<file path="config.mk">
export PLATFORM = sky130hd
export DESIGN_NAME = ipv4_destination_blacklist_top
export DESIGN_NICKNAME = d
export VERILOG_FILES = /design/src/hw/rtl/ipv4bl_pkg.sv /design/src/hw/rtl/ipv4bl_ram.sv /design/src/hw/rtl/ipv4bl_front.sv /design/src/hw/rtl/ipv4bl_back.sv /design/src/hw/rtl/ipv4_destination_blacklist_top.sv
export SDC_FILE = /design/constraint.sdc
export NUM_CORES = 2
export LEC_CHECK = 0
export BUFFER_PORTS_ARGS = -buffer_cell sky130_fd_sc_hd__buf_2
export CAP_MARGIN = 20
export CORE_ASPECT_RATIO = 0.6
export CORE_UTILIZATION = 40
export CTS_CLUSTER_SIZE = 12
export DETAILED_ROUTE_END_ITERATION = 8
export MAX_ROUTING_LAYER = met4
export PLACE_DENSITY_LB_ADDON = 0.3
export SETUP_SLACK_MARGIN = 0.05
export SLEW_MARGIN = 15
export SYNTH_ARGS = -nofsm -noshare
export SYNTH_HDL_FRONTEND = slang
export SYNTH_SLANG_ARGS = --single-unit
</file>
<file path="constraint.sdc">
create_clock -name clk -period 8.5 [get_ports clk]
set_input_delay 2.125 -clock clk [delete_from_list [all_inputs] [get_ports clk]]
set_output_delay 2.125 -clock clk [all_outputs]
set_load 0.02 [all_outputs]
</file>
<file path="src/hw/rtl/ipv4bl_pkg.sv">
`default_nettype none

package ipv4bl_pkg;

	localparam int TABLE_DEPTH = 64;
	localparam int IDX_W       = (TABLE_DEPTH > 1) ? $clog2(TABLE_DEPTH) : 1;
	localparam int CNT_W       = $clog2(TABLE_DEPTH + 1);

	localparam int CMD_W    = 2;
	localparam int ADDR_W   = 32;
	localparam int STATUS_W = 3;
	localparam int IN_TDATA_W  = ((CMD_W + ADDR_W + 7) / 8) * 8;
	localparam int OUT_TDATA_W = ((STATUS_W + 7) / 8) * 8;

	localparam logic [CMD_W-1:0] CMD_CHECK  = 2'd0;
	localparam logic [CMD_W-1:0] CMD_ADD    = 2'd1;
	localparam logic [CMD_W-1:0] CMD_DELETE = 2'd2;

	localparam logic [STATUS_W-1:0] ST_PASS      = 3'd0;
	localparam logic [STATUS_W-1:0] ST_DROP      = 3'd1;
	localparam logic [STATUS_W-1:0] ST_ADDED     = 3'd2;
	localparam logic [STATUS_W-1:0] ST_PRESENT   = 3'd3;
	localparam logic [STATUS_W-1:0] ST_FULL      = 3'd4;
	localparam logic [STATUS_W-1:0] ST_REMOVED   = 3'd5;
	localparam logic [STATUS_W-1:0] ST_NOT_FOUND = 3'd6;

	// classified operation handed from front to back
	typedef enum logic [1:0] {
		OP_CHECK  = 2'd0,
		OP_ADD    = 2'd1,
		OP_DELETE = 2'd2,
		OP_NOP    = 2'd3
	} op_t;

	typedef struct packed {
		op_t               op;
		logic [ADDR_W-1:0] address;
	} item_t;

	localparam int QUEUE_DEPTH = 2;
	localparam int QPTR_W      = 1;
	localparam int QCNT_W      = 2;

endpackage

`default_nettype wire

</file>
<file path="src/hw/rtl/ipv4bl_ram.sv">
`default_nettype none

module ipv4bl_ram #(
	parameter int WIDTH = 32,
	parameter int DEPTH = 64,
	localparam int AW   = (DEPTH > 1) ? $clog2(DEPTH) : 1
) (
	input  wire logic             clk,
	input  wire logic             we,
	input  wire logic [AW-1:0]    waddr,
	input  wire logic [WIDTH-1:0] wdata,
	input  wire logic [AW-1:0]    raddr,
	output logic      [WIDTH-1:0] rdata
);

	logic [WIDTH-1:0] mem [DEPTH];

	always_ff @(posedge clk) begin
		if (we) begin
			mem[waddr] <= wdata;
		end
		rdata <= mem[raddr];
	end

endmodule

`default_nettype wire

</file>
<file path="src/hw/rtl/ipv4bl_front.sv">
`default_nettype none

module ipv4bl_front (
	input  wire logic                                clk,
	input  wire logic                                arst_n,
	input  wire logic                                s_axis_tvalid,
	output logic                                     s_axis_tready,
	input  wire logic [ipv4bl_pkg::IN_TDATA_W-1:0]   s_axis_tdata,
	output ipv4bl_pkg::item_t                        q_item,
	output logic                                     q_valid,
	input  wire logic                                q_pop
);

	ipv4bl_pkg::item_t                      q_mem_q [ipv4bl_pkg::QUEUE_DEPTH];
	logic [ipv4bl_pkg::QPTR_W-1:0]          wr_ptr_q;
	logic [ipv4bl_pkg::QPTR_W-1:0]          rd_ptr_q;
	logic [ipv4bl_pkg::QCNT_W-1:0]          count_q;
	ipv4bl_pkg::item_t                      in_item;
	logic [ipv4bl_pkg::CMD_W-1:0]           in_cmd;
	logic                                   push;
	logic                                   pop;

	assign in_cmd = s_axis_tdata[ipv4bl_pkg::CMD_W-1:0];

	always_comb begin
		in_item.address = s_axis_tdata[ipv4bl_pkg::CMD_W +: ipv4bl_pkg::ADDR_W];
		unique case (in_cmd)
			ipv4bl_pkg::CMD_CHECK:  in_item.op = ipv4bl_pkg::OP_CHECK;
			ipv4bl_pkg::CMD_ADD:    in_item.op = ipv4bl_pkg::OP_ADD;
			ipv4bl_pkg::CMD_DELETE: in_item.op = ipv4bl_pkg::OP_DELETE;
			default:                in_item.op = ipv4bl_pkg::OP_NOP;
		endcase
	end

	assign s_axis_tready = (count_q != ipv4bl_pkg::QCNT_W'(ipv4bl_pkg::QUEUE_DEPTH));
	assign push          = s_axis_tvalid && s_axis_tready;
	assign q_valid       = (count_q != '0);
	assign pop           = q_pop && q_valid;
	assign q_item        = q_mem_q[rd_ptr_q];

	always_ff @(posedge clk) begin
		if (push) begin
			q_mem_q[wr_ptr_q] <= in_item;
		end
	end

	always_ff @(posedge clk or negedge arst_n) begin
		if (!arst_n) begin
			wr_ptr_q <= '0;
			rd_ptr_q <= '0;
			count_q  <= '0;
		end else begin
			if (push) begin
				wr_ptr_q <= wr_ptr_q + 1'b1;
			end
			if (pop) begin
				rd_ptr_q <= rd_ptr_q + 1'b1;
			end
			case ({push, pop})
				2'b10:   count_q <= count_q + 1'b1;
				2'b01:   count_q <= count_q - 1'b1;
				default: count_q <= count_q;
			endcase
		end
	end

endmodule

`default_nettype wire

</file>
<file path="src/hw/rtl/ipv4bl_back.sv">
`default_nettype none

module ipv4bl_back (
	input  wire logic                                clk,
	input  wire logic                                arst_n,
	input  wire ipv4bl_pkg::item_t                   q_item,
	input  wire logic                                q_valid,
	output logic                                     q_pop,
	output logic                                     m_axis_tvalid,
	input  wire logic                                m_axis_tready,
	output logic [ipv4bl_pkg::OUT_TDATA_W-1:0]       m_axis_tdata
);

	typedef enum logic [2:0] {
		S_IDLE = 3'b001,
		S_SCAN = 3'b010,
		S_RESP = 3'b100
	} state_t;

	state_t                                 state_q;
	ipv4bl_pkg::op_t                        op_q;
	logic [ipv4bl_pkg::ADDR_W-1:0]          addr_q;
	logic [ipv4bl_pkg::CNT_W-1:0]           rd_cnt_q;
	logic                                   cmp_vld_s1;
	logic [ipv4bl_pkg::IDX_W-1:0]           cmp_idx_s1;
	logic                                   free_found_q;
	logic [ipv4bl_pkg::IDX_W-1:0]           free_idx_q;
	logic [ipv4bl_pkg::TABLE_DEPTH-1:0]     valid_q;
	logic [ipv4bl_pkg::STATUS_W-1:0]        res_status_q;
	logic                                   m_valid_q;
	logic [ipv4bl_pkg::STATUS_W-1:0]        m_status_q;

	logic [ipv4bl_pkg::ADDR_W-1:0]          rdata;
	logic                                   issue;
	logic                                   cur_valid;
	logic                                   hit;
	logic                                   last;
	logic                                   done;
	logic                                   free_now;
	logic [ipv4bl_pkg::IDX_W-1:0]           free_sel;
	logic                                   ram_we;
	logic                                   out_load;
	logic [ipv4bl_pkg::STATUS_W-1:0]        done_status;

	ipv4bl_ram #(
		.WIDTH (ipv4bl_pkg::ADDR_W),
		.DEPTH (ipv4bl_pkg::TABLE_DEPTH)
	) u_table (
		.clk   (clk),
		.we    (ram_we),
		.waddr (free_sel),
		.wdata (addr_q),
		.raddr (rd_cnt_q[ipv4bl_pkg::IDX_W-1:0]),
		.rdata (rdata)
	);

	assign issue     = (state_q == S_SCAN) &&
	                   (rd_cnt_q < ipv4bl_pkg::CNT_W'(ipv4bl_pkg::TABLE_DEPTH));
	assign cur_valid = valid_q[cmp_idx_s1];
	assign hit       = cmp_vld_s1 && cur_valid && (rdata == addr_q);
	assign last      = (cmp_idx_s1 == ipv4bl_pkg::IDX_W'(ipv4bl_pkg::TABLE_DEPTH - 1));
	assign done      = cmp_vld_s1 && (hit || last);
	// the entry under compare counts as free for the final decision when its valid bit is clear
	assign free_now  = free_found_q || !cur_valid;
	assign free_sel  = free_found_q ? free_idx_q : cmp_idx_s1;
	assign ram_we    = done && (op_q == ipv4bl_pkg::OP_ADD) && !hit && free_now;
	assign q_pop     = (state_q == S_IDLE) && q_valid;
	assign out_load  = (state_q == S_RESP) && (!m_valid_q || m_axis_tready);

	always_comb begin
		case (op_q)
			ipv4bl_pkg::OP_CHECK:
				done_status = hit ? ipv4bl_pkg::ST_DROP : ipv4bl_pkg::ST_PASS;
			ipv4bl_pkg::OP_ADD:
				done_status = hit ? ipv4bl_pkg::ST_PRESENT :
				              (free_now ? ipv4bl_pkg::ST_ADDED : ipv4bl_pkg::ST_FULL);
			ipv4bl_pkg::OP_DELETE:
				done_status = hit ? ipv4bl_pkg::ST_REMOVED : ipv4bl_pkg::ST_NOT_FOUND;
			default:
				done_status = ipv4bl_pkg::ST_PASS;
		endcase
	end

	always_ff @(posedge clk) begin
		if (q_pop) begin
			op_q   <= q_item.op;
			addr_q <= q_item.address;
		end
		cmp_idx_s1 <= rd_cnt_q[ipv4bl_pkg::IDX_W-1:0];
		if (q_pop && (q_item.op == ipv4bl_pkg::OP_NOP)) begin
			res_status_q <= ipv4bl_pkg::ST_PASS;
		end else if (done) begin
			res_status_q <= done_status;
		end
		if (out_load) begin
			m_status_q <= res_status_q;
		end
	end

	always_ff @(posedge clk or negedge arst_n) begin
		if (!arst_n) begin
			state_q      <= S_IDLE;
			rd_cnt_q     <= '0;
			cmp_vld_s1   <= 1'b0;
			free_found_q <= 1'b0;
			free_idx_q   <= '0;
			valid_q      <= '0;
			m_valid_q    <= 1'b0;
		end else begin
			cmp_vld_s1 <= issue && !done;
			unique case (state_q)
				S_IDLE: begin
					rd_cnt_q     <= '0;
					free_found_q <= 1'b0;
					if (q_pop) begin
						state_q <= (q_item.op == ipv4bl_pkg::OP_NOP) ? S_RESP : S_SCAN;
					end
				end
				S_SCAN: begin
					if (issue) begin
						rd_cnt_q <= rd_cnt_q + 1'b1;
					end
					if (cmp_vld_s1 && !free_found_q && !cur_valid) begin
						free_found_q <= 1'b1;
						free_idx_q   <= cmp_idx_s1;
					end
					if (done) begin
						state_q <= S_RESP;
						if (ram_we) begin
							valid_q[free_sel] <= 1'b1;
						end
						if (hit && (op_q == ipv4bl_pkg::OP_DELETE)) begin
							valid_q[cmp_idx_s1] <= 1'b0;
						end
					end
				end
				S_RESP: begin
					if (out_load) begin
						state_q <= S_IDLE;
					end
				end
				default: state_q <= S_IDLE;
			endcase
			if (out_load) begin
				m_valid_q <= 1'b1;
			end else if (m_axis_tready) begin
				m_valid_q <= 1'b0;
			end
		end
	end

	assign m_axis_tvalid = m_valid_q;
	assign m_axis_tdata  = {{(ipv4bl_pkg::OUT_TDATA_W - ipv4bl_pkg::STATUS_W){1'b0}},
	                        m_status_q};

	a_cmp_in_scan: assert property (@(posedge clk) disable iff (!arst_n)
		cmp_vld_s1 |-> (state_q == S_SCAN))
		else $error("compare stage active outside scan");

	a_write_on_done: assert property (@(posedge clk) disable iff (!arst_n)
		ram_we |-> (done && (state_q == S_SCAN) && (op_q == ipv4bl_pkg::OP_ADD)))
		else $error("table write outside add completion");

	a_add_sets_valid: assert property (@(posedge clk) disable iff (!arst_n)
		ram_we |=> valid_q[$past(free_sel)])
		else $error("added entry not marked valid");

	a_cnt_bound: assert property (@(posedge clk) disable iff (!arst_n)
		rd_cnt_q <= ipv4bl_pkg::CNT_W'(ipv4bl_pkg::TABLE_DEPTH))
		else $error("scan counter past table depth");

	a_load_resp: assert property (@(posedge clk) disable iff (!arst_n)
		out_load |=> (m_valid_q && (state_q == S_IDLE)))
		else $error("result load did not return to idle");

endmodule

`default_nettype wire

</file>
<file path="src/hw/rtl/ipv4_destination_blacklist_top.sv">
// IPv4 destination blacklist.
// Input stream s_axis: one transfer per command (check packet, add address,
// delete address). Output stream m_axis: exactly one status transfer per
// input transfer, in order.
// The front end takes transfers into a two-entry queue and decodes the
// command; the back end scans the 64-entry address memory one entry per
// cycle through its single registered read port, comparing against entries
// whose valid bit is set and tracking the lowest free entry.
// A miss or a full scan reads every entry, while a hit ends the scan early;
// an unknown command skips the scan and answers pass. The back end takes
// one item at a time and pops the next from the queue only in its idle state.
// Reset clears all valid bits, the queue and the output valid flag; the
// address memory is not cleared and needs no clearing pass.
// When m_axis_tready is low the status is held in the output register; the
// back end finishes the next scan and waits, while the queue still accepts
// up to two more transfers before s_axis_tready drops.
`default_nettype none

module ipv4_destination_blacklist_top (
	input  wire logic                                clk,
	input  wire logic                                arst_n,
	input  wire logic                                s_axis_tvalid,
	output logic                                     s_axis_tready,
	// [1:0] command, [33:2] address, [39:34] zero
	input  wire logic [ipv4bl_pkg::IN_TDATA_W-1:0]   s_axis_tdata,
	output logic                                     m_axis_tvalid,
	input  wire logic                                m_axis_tready,
	// [2:0] status, [7:3] zero
	output logic [ipv4bl_pkg::OUT_TDATA_W-1:0]       m_axis_tdata
);

	ipv4bl_pkg::item_t q_item;
	logic              q_valid;
	logic              q_pop;

	ipv4bl_front u_front (
		.clk           (clk),
		.arst_n        (arst_n),
		.s_axis_tvalid (s_axis_tvalid),
		.s_axis_tready (s_axis_tready),
		.s_axis_tdata  (s_axis_tdata),
		.q_item        (q_item),
		.q_valid       (q_valid),
		.q_pop         (q_pop)
	);

	ipv4bl_back u_back (
		.clk           (clk),
		.arst_n        (arst_n),
		.q_item        (q_item),
		.q_valid       (q_valid),
		.q_pop         (q_pop),
		.m_axis_tvalid (m_axis_tvalid),
		.m_axis_tready (m_axis_tready),
		.m_axis_tdata  (m_axis_tdata)
	);

endmodule

`default_nettype wire
</file>
==> flow_summary.toml <==
[cts]
clk_tree_root_cell = "clkbuf_16"
post-cts-setup-buffers = 0
cts_hold_buffers = 0
clkTransAtPathRegs_ns = 0.06
post_cts.resized_instances = 0
cts.path.max_buffers = 4
clock_tree_from_tritoncts = "done"
numClockSinks = 2281
clk_latency_ns = 0.84
cts_inserted_buffers = 217
clock_tree.htree_level_count = 4

[power]
power.share.combinational_pct = 22.6
p_seq_share_pct = 48.4
power_switching_share_pct = 28.63
switching_power_w = 0.008445
clock_power_share_pct = 29.0
cellLeakagePower_nw = 29.23
power.internal_w = 0.02105
p_per_area_nw_per_um2 = 301.8
ir_drop_mv = 0.2322
p_total_w = 0.02949

[synthesis]
synth_sequential_area_ratio_pct = 77.52
synth.cell_area_um2 = 87270
yosys-top-cells-area = "edfxtp_1 74%, mux4_2 18%, dfrtp_1 2.5%, dfxtp_1 0.94%, a21oi_1 0.53%"
synth_enable_flop_cells = 2153
netlist-cell-type-count = 66
synth_ff_type = "edfxtp_1"
yosysTopAreaCellShare_pct = 74.09
asyncSetResetFlopFracSynth_pct = 3.814
netlist_instances = 3714
post_synthesis_mean_instance_area_um2 = 23.50
synth.most_common_cell = "edfxtp_1"
ys_seq_elements = 2281
ys.warnings.count = 0
synth.top_cells.by_count = "2153 x edfxtp_1, 680 x mux4_2, 123 x clkbuf_1"
yosysTopAreaCell = "edfxtp_1"

[critical_path]
critical_path_buffer_and_inverter_count = 4
critical_path_required_ns = 8.94
worstPathArrival_ns = 5.66
crit_path_frequent_cell = "buf_4"
crit_slowest_cell = "nand3_1"
worst_setup_path_start_kind = "flip-flop"
cp-end-kind = "flip-flop"
critPathTopFamily = "simple AND/OR/NAND/NOR gates"
timing.critical_path.fanout_max = 35
worst_path_largest_cell_delay_ns = 0.75
crit_chain = "buf_16, buf_4, nand2b_1, nand4_1, nor4_1, nand4_1, nand2_1, a21oi_2, buf_4, nand3_1, nor2_4, buf_4"
criticalPathCategory = "flip-flop to flip-flop"

[final_layout]
synthToLayoutAreaGrowth_pct = 11.99
stdcell_count = 6888
final_net_count = 3969
post_route_cells_drive_above_1_share_pct = 30.71

[route]
drt_pre_antenna_iters = 5
via_count = 41080
drc = 0
met3_length_um = 25780
vias_per_cell = 5.965
number_of_routed_nets_with_antenna_violations = 0
drt_first_iter_violations = 6260
routed_wire_length_per_instance_um = 31.98
m1WireLength_um = 98140
top_layer = "met4"
route.met2.wl_um = 92930
drt_wl_total_um = 220300

[place]
dp.cells = 6583
final_wtd_congestion = 0.8809
placement.setup.worst_slack_ns = 3.034
place_hpwl_um = 122900
number_of_buffer_cells_added_on_primary_ports = 42

[sta]
worst_pin_slew_ns = 1.156
clock.fmax_ghz = 0.1918
layout_min_cycle_time_ns = 5.215
fin_hold_viols = 0
final_count_of_negative_setup_slack_endpoints = 0
slew_headroom_pct = 22.76
period_share_pct = 61.35
final.setup_skew_ns = 0.03956
rsz0062_at_grt = "false"
slew_viol_final = 0
fin_ws_ns = 3.285
setup-tns-final_ns = 0

[die]
row_count = 132
floorplan.die_area_um2 = 220100
ioPinCount = 54
coreArea_um2 = 216400
floorplan.initialDensity_pct = 40.33
die_y_um = 363.8
fp.dieW_um = 605

[global_route]
globalRouteOverflowTotal = 0
grt_antenna_before_repair = 17
grt_max_degree = 119
first_global_vias = 40030
grt_pass1_wl_um = 308900
grt_util_overall_pct = 20.59

[hold_path]
class_of_the_tightest_hold_or_removal_check = "flip-flop to flip-flop"

[outcome]
status = "finished, final reports clean"

[job]
cap_viol_max_count = 0
[worst register-to-register path: cells and delay by family (launching register included)]
family | cells | cell delay [ns]
compound gates | 1 | 0.19
simple gates | 7 | 2.26
buf+inv | 4 | 1.61
flops | 1 | 0.70
[logic make-up (layout without fill, tap and decap cells)]
logic type | Yosys count | in the layout | synth area share, %
AO/OA/AOI/OAI | 184 | 184 | 1.265
XOR/XNOR | 30 | 30 | 0.3011
adder cells (fa/ha/maj) | 2 | 2 | 0.02867
buffers and inverters | 214 | 491 | 1.045
flip-flops | 2281 | 2281 | 77.52
multiplexers | 733 | 733 | 18.23
other | 1 | 17 | 0.004297
AND/OR/NAND/NOR | 269 | 269 | 1.602
[area by class of cell]
class	instances	area [um^2]
fillers	17800	118600
flip-flops and latches	2281	67670
multi-input cells	1223	19130
clock buffers	285	5791
well taps	2881	3605
repair buffers	188	1424
inverters	12	45.04
clock inverters	6	37.54
diodes	12	30.03
[sequential cells by signal, summed over array words and instances (netlist names), 6 cells and up]
register and count:
u_back.valid_q 64, u_back.cmp_idx_s1 6, u_back.free_idx_q 6, u_back.u_table.mem 2048, u_back.addr_q 32, u_front.q_mem_q 68, u_back.u_table.rdata 32, u_back.rd_cnt_q 7
[stage by stage]
| stage | utilization (%) | cell area, um^2 | hold slack [ns] |
|---|---|---|---|
| finish | 45.17 | 97730 | 0.4427 |
| global route | 45.16 | 97710 | 0.4599 |
| CTS | 45.14 | 97660 | 0.4498 |
| detailed placement | 42.44 | 91830 | 0.4308 |
| global placement | 42.44 | 91830 | 0.4337 |
| floorplan | - | 87280 | 0.3454 |
[final timing paths]
kind,from,to,slack (ns),cells after the start
max,u_back.addr_q[16],u_back.u_table.mem[6][23],3.29,12
min,u_back.res_status_q[2],u_back.m_status_q[2],0.44,0
max reg2reg,u_back.addr_q[16],u_back.u_table.mem[6][23],3.29,12
min reg2reg,u_back.res_status_q[2],u_back.m_status_q[2],0.44,0
max in group asynchronous,arst_n,u_back.rd_cnt_q[3],6.01,2
min in group asynchronous,arst_n,u_back.valid_q[5],1.15,1
[layout by cell type (no fill, tap or decap), drive strengths merged, types with 4 or more instances in the layout]
cell,netlist,layout
a21oi,94,94
a31oi,43,43
and2,4,4
and3,4,4
buf,79,188
clkbuf,123,285
clkinv,0,4
conb,1,5
dfrtp,86,86
dfxtp,41,41
diode,0,12
edfxtp,2153,2153
inv,12,13
mux2,40,40
mux2i,13,13
mux4,680,680
nand2,45,45
nand2b,30,30
nand3,21,21
nand3b,8,8
nand4,20,20
nor2,71,71
nor3,50,50
o21ai,14,14
o22ai,9,9
xnor2,26,26
xor2,4,4
[power by group through the flow]
stage               sequential (W)  combinational [W]  clock [W]
floorplan                   0.0151            0.00335          0
global placement            0.0145            0.00647          0
detailed placement          0.0145            0.00659          0
CTS                         0.0143            0.00659    0.00871
global route                0.0143            0.00700    0.00912
finish                      0.0143            0.00666    0.00856
[routing by layer]
layer,up-vias,global-route usage (%)
met4,0,3.385
met3,258,5.652
met1,22400,31.76
met2,2203,27.48
li1,16220,-
met5,-,-
(Power assumes the default switching activity.)
